==> src/sv/cct_pkg.sv <==
// Shared types and constants of the columnar transposition cipher.
// Used by the controller, the datapath and the top level; no dependencies.
package cct_pkg;

    localparam int MAX_LEN_DEF = 64;
    localparam int SYM_W       = 16;
    localparam int COL_W       = 7;
    localparam int CFG_IDX_W   = 1;

    localparam logic [SYM_W-1:0] SPACE_SYMBOL = 16'h0020;

    localparam logic [CFG_IDX_W-1:0] CFG_COLUMNS = 1'b0;
    localparam logic [CFG_IDX_W-1:0] CFG_DECRYPT = 1'b1;

    typedef enum logic [2:0] {
        ST_LOAD,
        ST_DIV,
        ST_SIZE,
        ST_ARM,
        ST_SCAN,
        ST_EMIT
    } state_t;

    // controller -> datapath
    typedef struct packed {
        logic load;
        logic div_run;
        logic size;
        logic arm;
        logic scan_run;
        logic emit_run;
    } cmd_t;

    // datapath -> controller
    typedef struct packed {
        logic msg_end;
        logic div_done;
        logic need_scan;
        logic scan_done;
        logic emit_done;
    } status_t;

endpackage

==> src/sv/cct_ctrl.sv <==
// Sequencing state machine of the columnar transposition cipher.
// Depends on cct_pkg (state_t, cmd_t, status_t).
module cct_ctrl
    import cct_pkg::*;
(
    input  logic    clk,
    input  logic    rst_n,
    input  status_t sts,
    output cmd_t    cmd
);

    state_t state_reg;
    state_t state_next;

    always_ff @(posedge clk or negedge rst_n)
    begin
        if (!rst_n)
        begin
            state_reg <= ST_LOAD;
        end
        else
        begin
            state_reg <= state_next;
        end
    end

    always_comb
    begin
        state_next = state_reg;
        unique case (state_reg)
            ST_LOAD:
            begin
                if (sts.msg_end)
                begin
                    state_next = ST_DIV;
                end
            end
            ST_DIV:
            begin
                if (sts.div_done)
                begin
                    state_next = ST_SIZE;
                end
            end
            ST_SIZE:
            begin
                state_next = ST_ARM;
            end
            ST_ARM:
            begin
                state_next = sts.need_scan ? ST_SCAN : ST_EMIT;
            end
            ST_SCAN:
            begin
                if (sts.scan_done)
                begin
                    state_next = ST_EMIT;
                end
            end
            ST_EMIT:
            begin
                if (sts.emit_done)
                begin
                    state_next = ST_LOAD;
                end
            end
            default:
            begin
                state_next = ST_LOAD;
            end
        endcase
    end

    always_comb
    begin
        cmd = '0;
        unique case (state_reg)
            ST_LOAD: cmd.load     = 1'b1;
            ST_DIV:  cmd.div_run  = 1'b1;
            ST_SIZE: cmd.size     = 1'b1;
            ST_ARM:  cmd.arm      = 1'b1;
            ST_SCAN: cmd.scan_run = 1'b1;
            ST_EMIT: cmd.emit_run = 1'b1;
            default: cmd = '0;
        endcase
    end

endmodule

==> src/sv/cct_datapath.sv <==
// Datapath of the columnar transposition cipher: config registers, symbol buffer,
// grid divider, address walker, trailing-space scan and registered output stage.
// Depends on cct_pkg; sequenced by cct_ctrl.
module cct_datapath
    import cct_pkg::*;
#(
    parameter int MAX_LEN = MAX_LEN_DEF
)
(
    input  logic                 clk,
    input  logic                 rst_n,
    input  logic                 cfg_we,
    input  logic [CFG_IDX_W-1:0] cfg_index,
    input  logic [COL_W-1:0]     cfg_wdata,
    input  logic                 s_tvalid,
    input  logic [SYM_W-1:0]     s_tdata,
    input  logic                 s_tlast,
    input  logic                 m_tready,
    output logic                 m_tvalid,
    output logic [SYM_W-1:0]     m_tdata,
    output logic                 m_tlast,
    output logic                 m_tuser,
    input  cmd_t                 cmd,
    output status_t              sts
);

    localparam int AW  = $clog2(MAX_LEN);
    localparam int CW  = $clog2(MAX_LEN + 1);
    localparam int KW  = CW + 1;
    localparam int DCW = $clog2(CW + 1);

    localparam logic [CW-1:0]    MAX_C = CW'(MAX_LEN);
    localparam logic [KW-1:0]    MAX_K = KW'(MAX_LEN);
    localparam logic [COL_W-1:0] MAX_7 = COL_W'(MAX_LEN);

    // configuration
    logic [COL_W-1:0] columns_reg;
    logic             decrypt_reg;
    logic [CW-1:0]    c_eff;

    // loading
    logic [SYM_W-1:0] buf_mem [MAX_LEN];
    logic [CW-1:0]    cnt_reg;
    logic             drop_reg;
    logic             accept;
    logic             msg_end;
    logic             full_buf;
    logic [CW-1:0]    n_end;

    // per-message parameters
    logic [CW-1:0]    n_reg;
    logic [CW-1:0]    c_reg;
    logic             mode_reg;
    logic             dflag_reg;

    // divider
    logic [CW-1:0]    rem_reg;
    logic [CW-1:0]    quo_reg;
    logic [DCW-1:0]   div_cnt_reg;
    logic [CW:0]      rem_sh;
    logic [CW:0]      rem_diff;
    logic             rem_ge;

    // grid size
    logic [CW-1:0]    rows_reg;
    logic [KW-1:0]    total_reg;
    logic [CW-1:0]    rows_c;
    logic [2*CW-1:0]  prod;
    logic             need_scan;
    logic             grid_ovf;
    logic [CW-1:0]    rows_m1;
    logic [CW-1:0]    c_m1;
    logic [KW-1:0]    total_m1;

    // emission bookkeeping
    logic [CW-1:0]    limit_reg;
    logic [CW-1:0]    iss_reg;
    logic             ovf_reg;
    logic             trim_reg;
    logic [CW-1:0]    keep_reg;
    logic [CW-1:0]    off_reg;

    // address walker (grid row/column and buffer address)
    logic [AW-1:0]    wcol_reg;
    logic [AW-1:0]    wcol_next;
    logic [AW-1:0]    wrow_reg;
    logic [AW-1:0]    wrow_next;
    logic [KW-1:0]    waddr_reg;
    logic [KW-1:0]    waddr_next;

    // trailing-space scan
    logic [AW-1:0]    sc_p_reg;
    logic             sc_exh_reg;
    logic             sc_vld_reg;
    logic [AW-1:0]    sc_tag_reg;
    logic             sc_eval;
    logic             sc_hit;
    logic             sc_zero;
    logic             scan_done;
    logic             scan_issue;
    logic [CW-1:0]    keep_val;
    logic [CW-1:0]    left_val;

    // read and output stages
    logic             rd_vld_reg;
    logic [SYM_W-1:0] rd_data_reg;
    logic             rd_pad_reg;
    logic             rd_last_reg;
    logic             rd_ovf_reg;
    logic             out_vld_reg;
    logic [SYM_W-1:0] out_sym_reg;
    logic             out_last_reg;
    logic             out_ovf_reg;
    logic             adv2;
    logic             move;
    logic             space;
    logic             emit_issue;
    logic             in_plain;
    logic [AW-1:0]    rd_addr;
    logic [AW-1:0]    emit_addr;
    logic             emit_pad;
    logic [CW-1:0]    iss_inc;

    // ---------------- configuration ----------------
    always_ff @(posedge clk or negedge rst_n)
    begin
        if (!rst_n)
        begin
            columns_reg <= COL_W'(1);
            decrypt_reg <= 1'b0;
        end
        else if (cfg_we)
        begin
            unique case (cfg_index)
                CFG_COLUMNS: columns_reg <= cfg_wdata;
                CFG_DECRYPT: decrypt_reg <= cfg_wdata[0];
                default:     columns_reg <= columns_reg;
            endcase
        end
    end

    always_comb
    begin
        if (columns_reg == '0)
        begin
            c_eff = CW'(1);
        end
        else if (columns_reg > MAX_7)
        begin
            c_eff = MAX_C;
        end
        else
        begin
            c_eff = columns_reg[CW-1:0];
        end
    end

    // ---------------- loading ----------------
    assign accept   = cmd.load & s_tvalid;
    assign msg_end  = accept & s_tlast;
    assign full_buf = (cnt_reg == MAX_C);
    assign n_end    = full_buf ? cnt_reg : cnt_reg + CW'(1);

    always_ff @(posedge clk)
    begin
        if (accept && !full_buf)
        begin
            buf_mem[cnt_reg[AW-1:0]] <= s_tdata;
        end
    end

    always_ff @(posedge clk or negedge rst_n)
    begin
        if (!rst_n)
        begin
            cnt_reg  <= '0;
            drop_reg <= 1'b0;
        end
        else if (msg_end)
        begin
            cnt_reg  <= '0;
            drop_reg <= 1'b0;
        end
        else if (accept)
        begin
            if (full_buf)
            begin
                drop_reg <= 1'b1;
            end
            else
            begin
                cnt_reg <= cnt_reg + CW'(1);
            end
        end
    end

    // ---------------- divider: n / c, one quotient bit per cycle ----------------
    assign rem_sh   = {rem_reg, quo_reg[CW-1]};
    assign rem_ge   = (rem_sh >= {1'b0, c_reg});
    assign rem_diff = rem_sh - {1'b0, c_reg};

    always_ff @(posedge clk or negedge rst_n)
    begin
        if (!rst_n)
        begin
            div_cnt_reg <= '0;
        end
        else if (msg_end)
        begin
            div_cnt_reg <= DCW'(CW);
        end
        else if (cmd.div_run && div_cnt_reg != '0)
        begin
            div_cnt_reg <= div_cnt_reg - DCW'(1);
        end
    end

    always_ff @(posedge clk)
    begin
        if (msg_end)
        begin
            n_reg     <= n_end;
            c_reg     <= c_eff;
            mode_reg  <= decrypt_reg;
            dflag_reg <= drop_reg | full_buf;
            rem_reg   <= '0;
            quo_reg   <= n_end;
        end
        else if (cmd.div_run && div_cnt_reg != '0)
        begin
            rem_reg <= rem_ge ? rem_diff[CW-1:0] : rem_sh[CW-1:0];
            quo_reg <= {quo_reg[CW-2:0], rem_ge};
        end
    end

    // ---------------- grid size ----------------
    // encrypt rounds the row count up, decrypt rounds it down
    assign rows_c = mode_reg ? quo_reg : quo_reg + CW'(rem_reg != '0);
    assign prod   = rows_c * c_reg;

    always_ff @(posedge clk)
    begin
        if (cmd.size)
        begin
            rows_reg  <= rows_c;
            total_reg <= prod[KW-1:0];
        end
    end

    assign need_scan = mode_reg & (rows_reg != '0);
    assign grid_ovf  = ~mode_reg & (total_reg > MAX_K);
    assign rows_m1   = rows_reg - CW'(1);
    assign c_m1      = c_reg - CW'(1);
    assign total_m1  = total_reg - KW'(1);

    // ---------------- trailing-space scan ----------------
    assign sc_eval   = cmd.scan_run & sc_vld_reg;
    assign sc_hit    = sc_eval & (rd_data_reg != SPACE_SYMBOL);
    assign sc_zero   = sc_eval & (rd_data_reg == SPACE_SYMBOL) & (sc_tag_reg == '0);
    assign scan_done = sc_hit | sc_zero;
    assign keep_val  = sc_hit ? CW'(sc_tag_reg) + CW'(1) : '0;
    assign left_val  = n_reg - total_reg[CW-1:0];

    assign scan_issue = cmd.scan_run & ~rd_vld_reg & ~sc_exh_reg & ~scan_done;

    always_ff @(posedge clk or negedge rst_n)
    begin
        if (!rst_n)
        begin
            sc_vld_reg <= 1'b0;
            sc_exh_reg <= 1'b0;
        end
        else
        begin
            sc_vld_reg <= scan_issue;
            if (cmd.arm)
            begin
                sc_exh_reg <= 1'b0;
            end
            else if (scan_issue && sc_p_reg == '0)
            begin
                sc_exh_reg <= 1'b1;
            end
        end
    end

    always_ff @(posedge clk)
    begin
        if (cmd.arm)
        begin
            sc_p_reg <= total_m1[AW-1:0];
        end
        else if (scan_issue)
        begin
            sc_p_reg   <= sc_p_reg - AW'(1);
            sc_tag_reg <= sc_p_reg;
        end
    end

    // ---------------- emission control ----------------
    assign adv2       = ~out_vld_reg | m_tready;
    assign move       = rd_vld_reg & adv2;
    assign space      = ~rd_vld_reg | adv2;
    assign emit_issue = cmd.emit_run & (iss_reg != limit_reg) & space;
    assign in_plain   = trim_reg & (iss_reg < keep_reg);
    assign iss_inc    = iss_reg + CW'(1);

    always_ff @(posedge clk or negedge rst_n)
    begin
        if (!rst_n)
        begin
            iss_reg   <= '0;
            limit_reg <= '0;
        end
        else if (cmd.arm)
        begin
            iss_reg <= '0;
            if (mode_reg)
            begin
                limit_reg <= n_reg;
            end
            else
            begin
                limit_reg <= (total_reg > MAX_K) ? MAX_C : total_reg[CW-1:0];
            end
        end
        else if (scan_done)
        begin
            limit_reg <= keep_val + left_val;
        end
        else if (emit_issue)
        begin
            iss_reg <= iss_inc;
        end
    end

    always_ff @(posedge clk)
    begin
        if (cmd.arm)
        begin
            ovf_reg  <= dflag_reg | grid_ovf;
            trim_reg <= need_scan;
        end
        if (scan_done)
        begin
            keep_reg <= keep_val;
            off_reg  <= total_reg[CW-1:0] - keep_val;
        end
    end

    // emission source: column readout, plain passthrough, scattered rows, leftover tail
    always_comb
    begin
        emit_pad  = 1'b0;
        emit_addr = iss_reg[AW-1:0];
        if (!mode_reg)
        begin
            emit_addr = waddr_reg[AW-1:0];
            emit_pad  = (waddr_reg >= KW'(n_reg));
        end
        else if (in_plain)
        begin
            emit_addr = waddr_reg[AW-1:0];
        end
        else if (trim_reg)
        begin
            emit_addr = AW'(iss_reg + off_reg);
        end
    end

    assign rd_addr = cmd.scan_run ? waddr_reg[AW-1:0] : emit_addr;

    // walker: grid position (row, column) and the buffer address it maps to
    always_comb
    begin
        wcol_next  = wcol_reg;
        wrow_next  = wrow_reg;
        waddr_next = waddr_reg;
        if (cmd.arm)
        begin
            if (need_scan)
            begin
                wcol_next  = c_m1[AW-1:0];
                wrow_next  = rows_m1[AW-1:0];
                waddr_next = total_m1;
            end
            else
            begin
                wcol_next  = '0;
                wrow_next  = '0;
                waddr_next = '0;
            end
        end
        else if (scan_done)
        begin
            wcol_next  = '0;
            wrow_next  = '0;
            waddr_next = '0;
        end
        else if (scan_issue)
        begin
            // step backward through plaintext order
            if (wcol_reg == '0)
            begin
                wcol_next  = c_m1[AW-1:0];
                wrow_next  = wrow_reg - AW'(1);
                waddr_next = total_reg - KW'(rows_reg) + KW'(wrow_reg) - KW'(1);
            end
            else
            begin
                wcol_next  = wcol_reg - AW'(1);
                waddr_next = waddr_reg - KW'(rows_reg);
            end
        end
        else if (emit_issue && !mode_reg)
        begin
            // column readout of the row-wise grid
            if (wrow_reg == rows_m1[AW-1:0])
            begin
                wrow_next  = '0;
                wcol_next  = wcol_reg + AW'(1);
                waddr_next = KW'(wcol_reg) + KW'(1);
            end
            else
            begin
                wrow_next  = wrow_reg + AW'(1);
                waddr_next = waddr_reg + KW'(c_reg);
            end
        end
        else if (emit_issue && in_plain)
        begin
            // forward plaintext order, buffer holds the grid column by column
            if (wcol_reg == c_m1[AW-1:0])
            begin
                wcol_next  = '0;
                wrow_next  = wrow_reg + AW'(1);
                waddr_next = KW'(wrow_reg) + KW'(1);
            end
            else
            begin
                wcol_next  = wcol_reg + AW'(1);
                waddr_next = waddr_reg + KW'(rows_reg);
            end
        end
    end

    always_ff @(posedge clk)
    begin
        wcol_reg  <= wcol_next;
        wrow_reg  <= wrow_next;
        waddr_reg <= waddr_next;
    end

    // ---------------- buffer read and output stages ----------------
    always_ff @(posedge clk)
    begin
        if (emit_issue || scan_issue)
        begin
            rd_data_reg <= buf_mem[rd_addr];
        end
        if (emit_issue)
        begin
            rd_pad_reg  <= emit_pad;
            rd_last_reg <= (iss_inc == limit_reg);
            rd_ovf_reg  <= ovf_reg;
        end
        if (move)
        begin
            out_sym_reg  <= rd_pad_reg ? SPACE_SYMBOL : rd_data_reg;
            out_last_reg <= rd_last_reg;
            out_ovf_reg  <= rd_ovf_reg;
        end
    end

    always_ff @(posedge clk or negedge rst_n)
    begin
        if (!rst_n)
        begin
            rd_vld_reg  <= 1'b0;
            out_vld_reg <= 1'b0;
        end
        else
        begin
            if (emit_issue)
            begin
                rd_vld_reg <= 1'b1;
            end
            else if (move)
            begin
                rd_vld_reg <= 1'b0;
            end
            if (move)
            begin
                out_vld_reg <= 1'b1;
            end
            else if (m_tready)
            begin
                out_vld_reg <= 1'b0;
            end
        end
    end

    assign m_tvalid = out_vld_reg;
    assign m_tdata  = out_sym_reg;
    assign m_tlast  = out_last_reg;
    assign m_tuser  = out_ovf_reg;

    assign sts.msg_end   = msg_end;
    assign sts.div_done  = (div_cnt_reg == '0);
    assign sts.need_scan = need_scan;
    assign sts.scan_done = scan_done;
    assign sts.emit_done = (iss_reg == limit_reg);

endmodule

==> src/sv/columnar_transposition_cipher.sv <==
// Columnar transposition cipher over 16-bit symbols. A message streams in at one
// symbol per cycle (s_tready high) until the transaction with s_tlast; symbols past
// MAX_LEN are dropped and flagged in m_tuser. After the last symbol the block takes
// no input while a bit-serial divider sizes the grid and the readout is set up;
// decrypt then scans the grid backward for trailing spaces, at most one grid
// position per cycle. Results leave through a registered output stage at one per
// cycle while m_tready is high, the rate of the single buffer read port; input
// reopens once the last result read has been issued and the controller is back in
// its load state.
module columnar_transposition_cipher
    import cct_pkg::*;
#(
    parameter int MAX_LEN = MAX_LEN_DEF
)
(
    input  logic                 clk,
    input  logic                 rst_n,
    input  logic                 cfg_we,
    input  logic [CFG_IDX_W-1:0] cfg_index,
    input  logic [COL_W-1:0]     cfg_wdata,
    input  logic                 s_tvalid,
    output logic                 s_tready,
    input  logic [SYM_W-1:0]     s_tdata,    // [15:0] symbol
    input  logic                 s_tlast,
    output logic                 m_tvalid,
    input  logic                 m_tready,
    output logic [SYM_W-1:0]     m_tdata,    // [15:0] out_symbol
    output logic                 m_tlast,
    output logic                 m_tuser     // [0] overflow
);

    cmd_t    cmd;
    status_t sts;

    cct_ctrl u_ctrl (
        .clk   (clk),
        .rst_n (rst_n),
        .sts   (sts),
        .cmd   (cmd)
    );

    cct_datapath #(
        .MAX_LEN (MAX_LEN)
    ) u_datapath (
        .clk       (clk),
        .rst_n     (rst_n),
        .cfg_we    (cfg_we),
        .cfg_index (cfg_index),
        .cfg_wdata (cfg_wdata),
        .s_tvalid  (s_tvalid),
        .s_tdata   (s_tdata),
        .s_tlast   (s_tlast),
        .m_tready  (m_tready),
        .m_tvalid  (m_tvalid),
        .m_tdata   (m_tdata),
        .m_tlast   (m_tlast),
        .m_tuser   (m_tuser),
        .cmd       (cmd),
        .sts       (sts)
    );

    assign s_tready = cmd.load;

endmodule

==> config.mk <==
export PLATFORM = sky130hd
export DESIGN_NAME = columnar_transposition_cipher
export DESIGN_NICKNAME = d
export VERILOG_FILES = /design/src/sv/cct_pkg.sv /design/src/sv/cct_ctrl.sv /design/src/sv/cct_datapath.sv /design/src/sv/columnar_transposition_cipher.sv
export SDC_FILE = /design/constraint.sdc
export NUM_CORES = 2
export LEC_CHECK = 0
export BUFFER_PORTS_ARGS = -buffer_cell sky130_fd_sc_hd__buf_2
export CORE_ASPECT_RATIO = 0.75
export CORE_MARGIN = 2
export CORE_UTILIZATION = 50
export DETAILED_ROUTE_END_ITERATION = 6
export GPL_TIMING_DRIVEN = 0
export PLACE_DENSITY_LB_ADDON = 0.25
export SYNTH_ARGS = -nofsm -noshare
export SYNTH_HDL_FRONTEND = slang
export SYNTH_HIERARCHICAL = 1
export SYNTH_SLANG_ARGS = --single-unit
==> constraint.sdc <==
create_clock -name clk -period 10.1 [get_ports clk]
set_clock_uncertainty 0.1 [all_clocks]
set_input_delay 0 -clock clk [delete_from_list [all_inputs] [get_ports clk]]
set_output_delay 0 -clock clk [all_outputs]
set_load 0.01 [all_outputs]
# After elaboration in Yosys (flattened, before gate mapping)
# Memory sizes are Yosys's and may differ from the RTL's. A register that Yosys moved wholly into a read port is not among the register bits.
# Index checks and enable logic that the tools add are counted.
# op_classes
order_cmp	5
eq_ne	20
bitwise_logic	27
n_addsub	26
reduce_logical	37
multipliers	1
n_mux	74
# ops
operator	count
6-bit two-way mux	24
7-bit two-way mux	16
8-bit two-way mux	9
6-bit by 1-bit subtractor with 6-bit output (second input constant)	5
6-bit by 1-bit adder with 7-bit output (second input constant)	3
6-bit zero test	3
1-bit two-way mux	18
3-bit two-way mux	6
3-bit one-hot mux with 6 select lines	1
2-bit nonzero test	9
8-bit by 7-bit adder with 8-bit output	2
16-bit by 6-bit == test with 1-bit output (second input constant)	1
8-bit by 7-bit >= comparator with 1-bit output	2
16-bit by 6-bit != test with 1-bit output (second input constant)	1
8-bit by 1-bit subtractor with 8-bit output (second input constant)	2
8-bit by 7-bit subtractor with 8-bit output	2
1-bit bitwise AND	15
7-bit by 1-bit adder with 7-bit output (second input constant)	2
7-bit == test	2
7-bit nonzero test	2
7-bit subtractor	2
6-bit by 1-bit adder with 6-bit output (second input constant)	2
6-bit == test	2
2-bit AND reduction	6
31 further kinds	53
# word_totals
out_inout_bits	20
reg_bits	153
ram_bits	1024
n_memories	1
# mem_list
name	depth	word_bits	rd	rd_ports_with_merged_regs	write_ports	line	rtl
u_datapath.buf_mem	64	16	1	1	1	cct_datapath.sv:42	logic [SYM_W-1:0] buf_mem [MAX_LEN];

# Longest topological paths before layout
# depth
word_depth	11
mapped_depth	19
ltp_nobuf	19

# Hierarchy
# Netlist, hierarchy kept.
# modules_own_cells
module	n_inst	seq_area_each_um2	cells_each	area_per_inst_um2
cct_datapath	1	35480.3	4158	52621.7
cct_ctrl	1	75.1	25	221.5

# Worst setup path before layout
# OpenSTA, ideal clock, no wires.
# synth_timing
path_type	register -> register
startpoint	register u_datapath.rem_reg[3]
endpoint	register u_datapath.total_reg[7], data pin
arrival_ns	4.271
slack_ns	5.469
period_less_slack_ns	4.631
required_ns	9.740
setup_ns	0.260
path_stages_with_launch	20
path_buffers	0
path_cell_list	dfxtp_1 -> nor4_1 -> nand2_1 -> ha_1 -> ha_1 -> and3_1 -> xor2_1 -> nand2_1 -> fa_1 -> fa_1 -> inv_1 -> fa_1 -> inv_1 -> fa_1 -> xnor2_1 -> xnor2_1 -> xnor2_1 -> xnor2_1 -> xnor2_1 -> xnor2_1
# synth_via
elab_chain_cells	4
# synth_rtl
item	line	rtl
start: declaration	cct_datapath.sv:57	logic [CW-1:0] rem_reg;
start signal: assignment	cct_datapath.sv:231	rem_reg <= rem_ge ? rem_diff[CW-1:0] : rem_sh[CW-1:0];
7-bit nonzero test	cct_datapath.sv:238	assign rows_c = mode_reg ? quo_reg : quo_reg + CW'(rem_reg != '0);
7-bit by 1-bit adder with 7-bit output	cct_datapath.sv:238	
7-bit two-way mux	cct_datapath.sv:238	
net u_datapath.rows_c[4]	cct_datapath.sv:67	logic [CW-1:0] rows_c;
7-bit by 7-bit multiplier with 8-bit output	cct_datapath.sv:239	assign prod = rows_c * c_reg;
net u_datapath.prod[7]	cct_datapath.sv:68	logic [2*CW-1:0] prod;
end signal: assignment	cct_datapath.sv:246	total_reg <= prod[KW-1:0];
end: declaration	cct_datapath.sv:66	logic [KW-1:0] total_reg;
# The timed path passes the listed nets, and every way through them passes these cells.
# A chain may end at the register's enable or synchronous reset.

==> impl_results.md <==
* Die Y at 286 µm
* Die Wd at 379 µm
* Peak supply drop at 0.188 mV
* Post-DP HPWL at 118,000 µm
* Fin util at 57.3%
* Hold path startpoint: m_tready
* RSZ-0062 raised after global routing: false
* Pwr per Cell Area at 316 nW/µm²
* CTS tree: done
* Max-cap violations at 3
* Setup WS pre-CTS at 4.25 ns
* Clock root cell: clkbuf_16
* DR WL/cell at 28.7 µm
* Min-Delay Path Depth at 4
* Final WS setup at 3.74 ns
* CP max stage delay at 1.18 ns
* Number of global-route vias before repair at 34,100
* Antenna violations before repair at 15
* Slew Limit Fails at 4
* Syn avg cell area at 12.6 µm²
* Total global-route track usage at 31.3%
* PortBufs at 49
* R2r setup slk at 3.74 ns
* Register area share after synthesis at 67.3%
* Final GP Congestion at 1.01
* Syn Nets at 4,343
* Clk_lat worst skew at 0.74 ns
* Dominant cell by count in the synthesized netlist: edfxtp_1
* Worst r2r src: u_ctrl/state_reg[2]$_DFFE_PN0P_
* # setup viols final at 0
* Post-route ant nets at 0
* Layout area overhead at 13.9%
* # rows at 103
* Syn Std Cell Area at 52,800 µm²
* Cells after synthesis at 4,183
* Least-Margin Pin Slew at 1.74 ns
* Via density at 6.32
* Clock slew at reported path FFs at 0.06 ns
* Initial core utilization at 50.3%
* Worst Hold End: u_datapath/m_tvalid$_DFFE_PN0P_
* CORE AREA at 105,000 µm²
* Yosys top cell by area: edfxtp_1
* Clock sinks at 1,193
* Fmax at 157 MHz
* Via count at 37,700
* CP Cell Sequence: buf_2 > nor3b_1 > nand2b_1 > nor2_1 > a221o_1 > nor3_4 > buf_2 > buf_2 > buf_2 > nand2_1 > nand3_1 > o21ai_0 > a21oi_1 > nand2_1 > o311ai_1
* Initial DRC Count at 6,355
* Num CTS Buffers at 111
* Crit start category: flop
* Hold Vio Cnt, Final at 0
* Setup CP Type: flop to flop
* Fraction of layout cells with a size suffix above 1 at 12.1%
* Failing checks: design-rule violations, max-capacitance violations, max-slew violations
* Total number of yosys warnings at 6
* Rel. slew slack at -16.8%
* Setup TNS at 0 ns
* Pin count of the biggest net entering global routing at 65
* DIE AREA at 108,000 µm²
* Register bit total from synthesis at 1,193
* Min-Delay Path Class: input pin to flop
* P_leak at 0.0217 µW
* Post-synth top cells: edfxtp_1, nand2_1, nand3_1, a21oi_1, nor2_1
* Final net count at 4,613
* Min Tclk post-route at 6.36 ns
* Max clock buf depth at 3
* Top post-synthesis cells by area: edfxtp_1, nand2_1, nand3_1
* WL final at 171,000 µm
* Grt ovf at 0
* DRC violations left at 31
* H-tree levels at 3
* FF-to-FF End: u_datapath/rd_data_reg[2]$_DFFE_PP_
* Count of different cell masters after synthesis at 82
* Asr flop ratio synth at 3.35%
* First-pass GRT wire length at 241,000 µm
* Top_reg_cell synth: edfxtp_1
* R2R cell count at 15
* Outcome: complete, but fails checks
* Crit end category: flop
* IO Pins at 50
* Most frequent CP cell: buf_2
* Synth top area share at 65.1%
* Post-synth EDFFs at 1,146
* Final Cycle Share at 63.0%
* Critical Path Fanout Max at 10
* Max reg flops at 1,024
* Router iterations before antenna repair at 7
* Slowest CP cell: o311ai_1
* CP arrival at 6.57 ns
* Critical Path RT at 10.31 ns
power by group:
group | internal, µW | switching, µW
combinational | 2600 | 6150
clock | 2280 | 1870
sequential | 5860 | 271
routing by layer:
metal	share of wire (%)	wire (µm)	global-route usage, %	up-vias
li1	-	-	-	15800
met1	40	69000	47.4	18400
met2	40	68000	42.0	2948
met3	16	27600	10.9	444
met4	3.7	6280	9.78	10
met5	0.078	133	0.219	-
critical path: cells and delay by family (launching register included):
family / cells / cell delay [ns]
compound gates: 4 / 2.13
simple gates: 7 / 1.98
flops: 1 / 0.34
buf+inv: 4 / 1.37
cell usage in the layout, fill, tap and decap left out, drive strengths merged, types with 26 or more instances in the layout:
cell         count
buf            296
o22ai           33
a311oi          59
clkbuf         197
nor2b           33
nand3          271
nor3            47
a211oi          31
o211ai          26
nor2           148
dlygate4sd3     43
mux2i          120
nand2          974
o21ai           67
ha              99
a32oi           42
clkinv          48
inv            129
xnor2           89
fa              31
edfxtp        1146
a21oi          166
and3            70
dfrtp           39
xor2            45
a31oi           37
worst max-delay path by stage:
stage                                             startpoint                              endpoint  slack [ns]  cells past startpoint
final                        u_ctrl/state_reg[2]$_DFFE_PN0P_   u_datapath/rd_data_reg[2]$_DFFE_PP_        3.74                     15
after CTS                    u_ctrl/state_reg[2]$_DFFE_PN0P_  u_datapath/rd_data_reg[13]$_DFFE_PP_        4.23                     15
after global placement       u_ctrl/state_reg[2]$_DFFE_PN0P_  u_datapath/rd_data_reg[13]$_DFFE_PP_        4.25                     15
after global routing         u_ctrl/state_reg[2]$_DFFE_PN0P_   u_datapath/rd_data_reg[2]$_DFFE_PP_        3.76                     15
after floorplan           u_datapath/rem_reg[3]$_SDFFE_PP0P_     u_datapath/total_reg[7]$_DFFE_PP_        5.47                     19
after detailed placement     u_ctrl/state_reg[2]$_DFFE_PN0P_  u_datapath/rd_data_reg[13]$_DFFE_PP_        4.25                     15
repair_timing:
item,CTS,global route
hold buffers,35,9
endpoints found under the setup margin,0,0
hold endpoints to repair,311,576
gates resized for setup,0,0
buffers inserted,0,0
area by class of cell:
type / instances / area, µm²
sequential: 1193 / 35600
timing repair buffer: 157 / 1830
multi-input combinational: 2621 / 15800
clock buffer: 136 / 2940
tap: 1417 / 1770
inverter: 126 / 473
clock inverter: 65 / 599
buffer: 243 / 1240
fill: 8314 / 44900
antenna: 7 / 17.5
cells by family after synthesis:
kind of cell	count (synthesis)	share of synthesized area, %
XOR/XNOR	134	2.22
AND/OR/NAND/NOR	1626	13.3
adder cells (fa/ha/maj)	130	3.52
flip-flops	1193	67.3
multiplexers	135	2.69
buffers and inverters	369	3.23
AO/OA/AOI/OAI	596	7.75
stage by stage:
stage	hold slack (ns)	instance area, µm²	power, µW	instances
after floorplan	-0.396	52800	11100	4183
after global placement	0.131	54900	14300	5649
after detailed placement	0.139	56100	14400	5712
after CTS	0.00278	60000	18600	5948
after global routing	0.0605	60200	19600	5958
final	0.0458	60200	19000	5965
No activity file was read; power rests on OpenSTA's default activity.
